[src/cfrc_sqrt.sv]
// ----------------------------------------------------------------------------
// cfrc_sqrt
// Pipelined digit-by-digit integer square root (floor), SPS result bits per
// stage. A sideband word travels alongside.
// ----------------------------------------------------------------------------
module cfrc_sqrt #(
  parameter int XW     = 64,
  parameter int SPS    = 4,
  parameter int SIDE_W = 1
) (
  input  logic                clk,
  input  logic                rst_n,
  input  logic                in_valid,
  output logic                in_ready,
  input  logic [XW-1:0]       in_x,
  input  logic [SIDE_W-1:0]   in_side,
  output logic                out_valid,
  input  logic                out_ready,
  output logic [XW/2-1:0]     out_root,
  output logic [SIDE_W-1:0]   out_side
);

  localparam int RW = XW / 2;
  localparam int NS = (RW + SPS - 1) / SPS;

  logic [NS-1:0]        v_r;
  logic [NS-1:0]        v_src;
  logic [NS:0]          rdy;
  logic [RW+1:0]        rem_r    [NS];
  logic [RW+1:0]        rem_nxt  [NS];
  logic [RW-1:0]        root_r   [NS];
  logic [RW-1:0]        root_nxt [NS];
  logic [XW-1:0]        xs_r     [NS];
  logic [XW-1:0]        xs_nxt   [NS];
  logic [SIDE_W-1:0]    side_r   [NS];
  logic [SIDE_W-1:0]    side_src [NS];

  always_comb begin
    rdy[NS] = out_ready;
    for (int s = NS - 1; s >= 0; s--) begin
      rdy[s] = !v_r[s] || rdy[s+1];
    end
  end

  // Bring down two radicand bits, try root*4+1
  always_comb begin
    logic [RW+1:0] r4;
    logic [RW+1:0] trial;
    r4 = '0;
    trial = '0;
    for (int s = 0; s < NS; s++) begin
      if (s == 0) begin
        v_src[s]    = in_valid;
        rem_nxt[s]  = '0;
        root_nxt[s] = '0;
        xs_nxt[s]   = in_x;
        side_src[s] = in_side;
      end else begin
        v_src[s]    = v_r[s-1];
        rem_nxt[s]  = rem_r[s-1];
        root_nxt[s] = root_r[s-1];
        xs_nxt[s]   = xs_r[s-1];
        side_src[s] = side_r[s-1];
      end
      for (int k = 0; k < SPS; k++) begin
        if (s * SPS + k < RW) begin
          r4    = {rem_nxt[s][RW-1:0], xs_nxt[s][XW-1:XW-2]};
          trial = {root_nxt[s], 2'b01};
          xs_nxt[s] = {xs_nxt[s][XW-3:0], 2'b00};
          if (r4 >= trial) begin
            rem_nxt[s]  = r4 - trial;
            root_nxt[s] = {root_nxt[s][RW-2:0], 1'b1};
          end else begin
            rem_nxt[s]  = r4;
            root_nxt[s] = {root_nxt[s][RW-2:0], 1'b0};
          end
        end
      end
    end
  end

  always_ff @(posedge clk) begin
    for (int s = 0; s < NS; s++) begin
      if (rdy[s]) begin
        rem_r[s]  <= rem_nxt[s];
        root_r[s] <= root_nxt[s];
        xs_r[s]   <= xs_nxt[s];
        side_r[s] <= side_src[s];
      end
    end
    if (!rst_n) begin
      v_r <= '0;
    end else begin
      for (int s = 0; s < NS; s++) begin
        if (rdy[s]) v_r[s] <= v_src[s];
      end
    end
  end

  assign in_ready  = rdy[0];
  assign out_valid = v_r[NS-1];
  assign out_root  = root_r[NS-1];
  assign out_side  = side_r[NS-1];

endmodule

[config.mk]
export PLATFORM = sky130hd
export DESIGN_NAME = cfrc_sqrt
export DESIGN_NICKNAME = d
export VERILOG_FILES = /design/src/cfrc_sqrt.sv
export SDC_FILE = /design/constraint.sdc
export NUM_CORES = 2
export LEC_CHECK = 0
export BUFFER_PORTS_ARGS = -buffer_cell sky130_fd_sc_hd__clkbuf_2
export CORE_MARGIN = 2
export CORE_UTILIZATION = 40
export DETAILED_ROUTE_END_ITERATION = 10
export PLACE_DENSITY = 0.55
export SYNTH_ARGS = -nofsm -noshare
export SYNTH_HDL_FRONTEND = slang
export SYNTH_SLANG_ARGS = --single-unit
[constraint.sdc]
create_clock -name clk -period 16.34 [get_ports clk]
set_input_delay 0.817 -clock clk [delete_from_list [all_inputs] [get_ports clk]]
set_output_delay 0.817 -clock clk [all_outputs]
set_load 0.01 [all_outputs]
[Word-level counts from Yosys, hierarchy flattened]
Memories as Yosys holds them, arrays and structs flattened.
Index checks and enable logic that the tools add are counted.
Storage, ports and cells
  flip-flop bits (word level): 8
  RAM bits: 984
  input port bits: 69
  output and inout bits: 35
  logic and storage cells: 172
  memories: 4
Memory list
  xs_r: words 8, width 56, rd ports 7, clocked after Yosys merged registers in 0, wr ports 8, RTL line 33  | logic [XW-1:0] xs_r [NS];
  rem_r: words 8, width 34, rd ports 7, clocked after Yosys merged registers in 0, wr ports 8, RTL line 29  | logic [RW+1:0] rem_r [NS];
  root_r: words 8, width 32, rd ports 8, clocked after Yosys merged registers in 0, wr ports 8, RTL line 31  | logic [RW-1:0] root_r [NS];
  side_r: words 8, width 1, rd ports 8, clocked after Yosys merged registers in 0, wr ports 8, RTL line 35  | logic [SIDE_W-1:0] side_r [NS];
Cells by class
  add/sub/neg operators: 32
  magnitude comparators: 32
  multiplexer cells: 80
  reductions and logical operators: 16
Operator list (number)
  $ge 34x34->1: 28
  $mux 32: 24
  $sub 32x32->32: 21
  $mux 34: 8
  $sub 34x34->34: 7
  $mux 1: 48
  $ge 34x3->1: 1
  $ge 34x4->1: 1
  $ge 34x5->1: 1
  $sub 34x5->34: 1
  $sub 32x3->32: 1
  $sub 32x4->32: 1
  $logic_not 1->1: 8
  $logic_or 1x1->1: 8
  $sub 2x1->3 const B: 1
  $ge 2x1->1 const B: 1

[Logic depth before layout (Yosys ltp)]
  depth in word-level cells: 11
  mapped depth: 62
  gate-level depth less buffers: 58

[Worst setup path after synthesis]
Ideal clock, no wire load.
  path kind: flip-flop to flip-flop
  start point: mem root_r[1][50] (netlist bit)
  end point: mem rem_r[6][22] (netlist bit), data pin
  library setup time: 0.260 ns
  arrival: 11.649 ns
  data required time: 16.080 ns
  path slack: 4.431 ns
  stages on the path, launching flop included: 58
  buffers on the path: 9
  clock period less this slack: 11.909 ns
  cell sequence: edfxtp_1 > inv_1 > ha_1 > clkbuf_1 > nand3_1 > or4_1 > or4b_1 > nand3b_1 > inv_1 > nand3_1 > clkbuf_1 > clkbuf_1 > nand2_1 > nand2_1 > ha_1 > clkbuf_1 > a21o_1 > a21o_1 > [22 not listed] > a211o_1 > nor4_2 > clkbuf_1 > nand2_1 > o21ai_0 > ha_1 > a21o_1 > a21o_1 > a21oi_1 > o21ai_0 > a311oi_1 > a21oi_1 > a221oi_1 > o21ai_0 > or4b_1 > clkbuf_1 > clkbuf_1 > mux2_2
RTL lines (RTL line)
  from (decl): 31
  to (decl): 29

==> qor.csv <==
stage;metric;value;unit
status;status;finished clean;
clock_tree;clk-insertion-delay-late;690;ps
layout;syn2layout_area_growth;8.41;%
sta;maxSlewHeadroom;18.4;%
yosys;ys_seq_area_share;29.1;%
critical_path;crit_family;compound AO/OA/AOI/OAI gates;
yosys;ys_types;101;
yosys;yosysMostFrequentCell;a21oi_1;
yosys;avgSynthCellArea;8.34;um^2
clock_tree;clock_sinks;608;
layout;fin_area;0.0678;mm^2
sta;tns;0;ps
placement;gp_congestion;0.963;
clock_tree;cts_buffers;75;
layout;multi_input_area;0.0422;mm^2
floorplanning;fp.dieH;400;um
routing;ant_nets;0;
sta;finalHoldViolations;0;
yosys;ys.warnings.count;0;
floorplanning;start_util;40.2;%
layout;seq_area;0.0182;mm^2
placement;post-dp-hpwl;172000;um
sta;setup_viol;0;
placement;port_buffers;103;
critical_path;cp-start-kind;register;
clock_tree;postCtsHoldBufs;0;
power_and_ir_drop;p_leak;29.2;nW
sta;fin_crit;14530;ps
routing;drtIter0Drc;4835;
sta;period_share;88.9;%
routing;drt-total-wl;214000;um
sta;slew_viol_final;0;
layout;fillers;15400;
grt;grt_pass1_vias;53900;
clock_tree;htree_levels;3;
critical_path;arrival;14950;ps
critical_path;required;16760;ps
power_and_ir_drop;irDropWorstVdd;0.0912;mV
job;drv_cap;0;
clock_tree;cts_setup_buffers;0;
sta;clock_skew;39.3;ps
power_and_ir_drop;finalPower;9.38;mW
yosys;syn_inst;7499;
yosys;synth_area;0.0626;mm^2
floorplanning;pin_count;104;
critical_path;cpPeakStageDelay;920;ps
grt;grt_max_degree;74;
clock_tree;clk_pin_slew;60;ps
grt;antenna_found_initial;6;
placement;post_dp_cell_area;0.0653;mm^2
critical_path;cpMostUsedCell;a21oi_1;
yosys;synth_top_area_cell;edfxtp_1;
layout;diodes;0;
critical_path;critPathCaptureType;register;
clock_tree;tritoncts;built;
yosys;synth-seq-cells;608;
power_and_ir_drop;power_density;138;mW/mm^2
routing;vias_per_cell;5.93;
clock_tree;clk_path_buf_depth;3;
floorplanning;dieArea;0.160;mm^2
critical_path;crit_fanout;41;
sta;timing.fmax;68.8;MHz
critical_path;worst-setup-path-type;register to register;
sta;rsz0062_at_grt;false;
yosys;synth-async-reset-ratio;0;%
grt;grtUsageTotal;25.9;%
routing;wl_per_cell;22.2;um
grt;grt_pass1_wl;323000;um
critical_path;crit_path_top_delay_cell;nor4_1;
yosys;yosys-top-cells-count;a21oi_1 (732), nor2_1 (718), nand2_1 (651);
critical_path;path_buf_inv;6;
routing;dr.pass1.iters;6;
layout;drive_gt1_share;6.44;%
floorplanning;fp-row-count;145;
layout;fin_nets;8150;
yosys;synth-edff-count;600;
yosys;synth_top_area_share;28.8;%
sta;worstMarginPinSlew;1210;ps
yosys;synth.top_cells.by_area;edfxtp_1 (29%), ha_1 (11%), xnor2_1 (6.3%);
routing;drc;0;
grt;grt_overflow_total;0;
clock_tree;root_buffer;clkbuf_16;
yosys;synthFlopType;edfxtp_1;
floorplanning;die_w;400;um
clock_tree;cts_resized;0;
hold_path;hold_path_class;primary input to register;
routing;num_vias;57100;
floorplanning;core_area;0.156;mm^2
-- area by class of cell --
cell class	instances	area share [%]
flip-flops and latches	608	26.8
clock buffers	88	2.96
multi-input cells	6302	62.2
inverters	375	2.09
repair buffers	158	1.37
well taps	2058	3.80
clock inverters	50	0.758
-- per-layer routing --
| layer | share of wire (%) | global-route usage, % | vias up |
|---|---|---|---|
| met1 | 46 | 35.6 | 27500 |
| li1 | - | - | 27900 |
| met2 | 46 | 42.6 | 1508 |
| met4 | 3.1 | 7.75 | 2 |
| met3 | 4.8 | 2.99 | 251 |
| met5 | 0.0075 | 0 | - |
-- power by group --
part	switching [mW]	internal, mW
Clock	0.719	1.01
Sequential	0.310	2.07
Combinational	3.27	2.00
-- flip-flops by register name (all words and copies together) (netlist names) --
signal  count
side_r      8
root_r    144
xs_r      224
v_r         8
rem_r     224
-- final timing paths --
kind           startpoint  slack (ps)  depth (start not counted)            to
min              in_x[16]         300                          1   xs_r[0][16]
max reg2reg  root_r[1][7]        1810                         48  rem_r[5][26]
max          root_r[1][7]        1810                         48  rem_r[5][26]
min reg2reg   xs_r[3][33]         400                          0   xs_r[4][41]
-- cells by family (layout without fill, tap and decap cells) --
logic type	after synthesis	in the layout	share of synthesized area, %
DFF	608	608	29.1
xor gates and xnor gates	698	698	9.77
AOI/OAI and AO/OA	2264	2264	23.1
other	1	4	0.00599
buffers and inverters	592	671	3.62
and+or+nand+nor	2654	2654	21.1
muxes	121	121	2.11
adders and majority gates	561	561	11.2
-- cells in the final DEF, fill, tap and decap left out, drive strengths merged, types with 82 or more instances in the layout --
| cell | n |
|---|---|
| xor2 | 251 |
| nor2b | 103 |
| nor2 | 719 |
| o21bai | 86 |
| nor4 | 88 |
| a31oi | 82 |
| o21a | 90 |
| mux2 | 86 |
| a21o | 279 |
| and3 | 84 |
| o21ai | 457 |
| inv | 375 |
| a21oi | 732 |
| xnor2 | 447 |
| ha | 561 |
| edfxtp | 600 |
| nand2 | 651 |
| nand3 | 191 |
| nand4 | 114 |
| nand2b | 115 |
| nor3 | 202 |
| clkbuf | 191 |
-- stage by stage --
stage	hold WS, ps	instances	util, %	worst slack [ps]
after global placement	401	9501	41.9	1960
after CTS	251	9639	43.5	1990
after floorplan	400	7502	-	4430
after global routing	266	9639	43.5	743
after detailed placement	405	9501	41.9	2040
final	304	9639	43.5	1810
No activity file was read; power rests on OpenSTA's default activity.
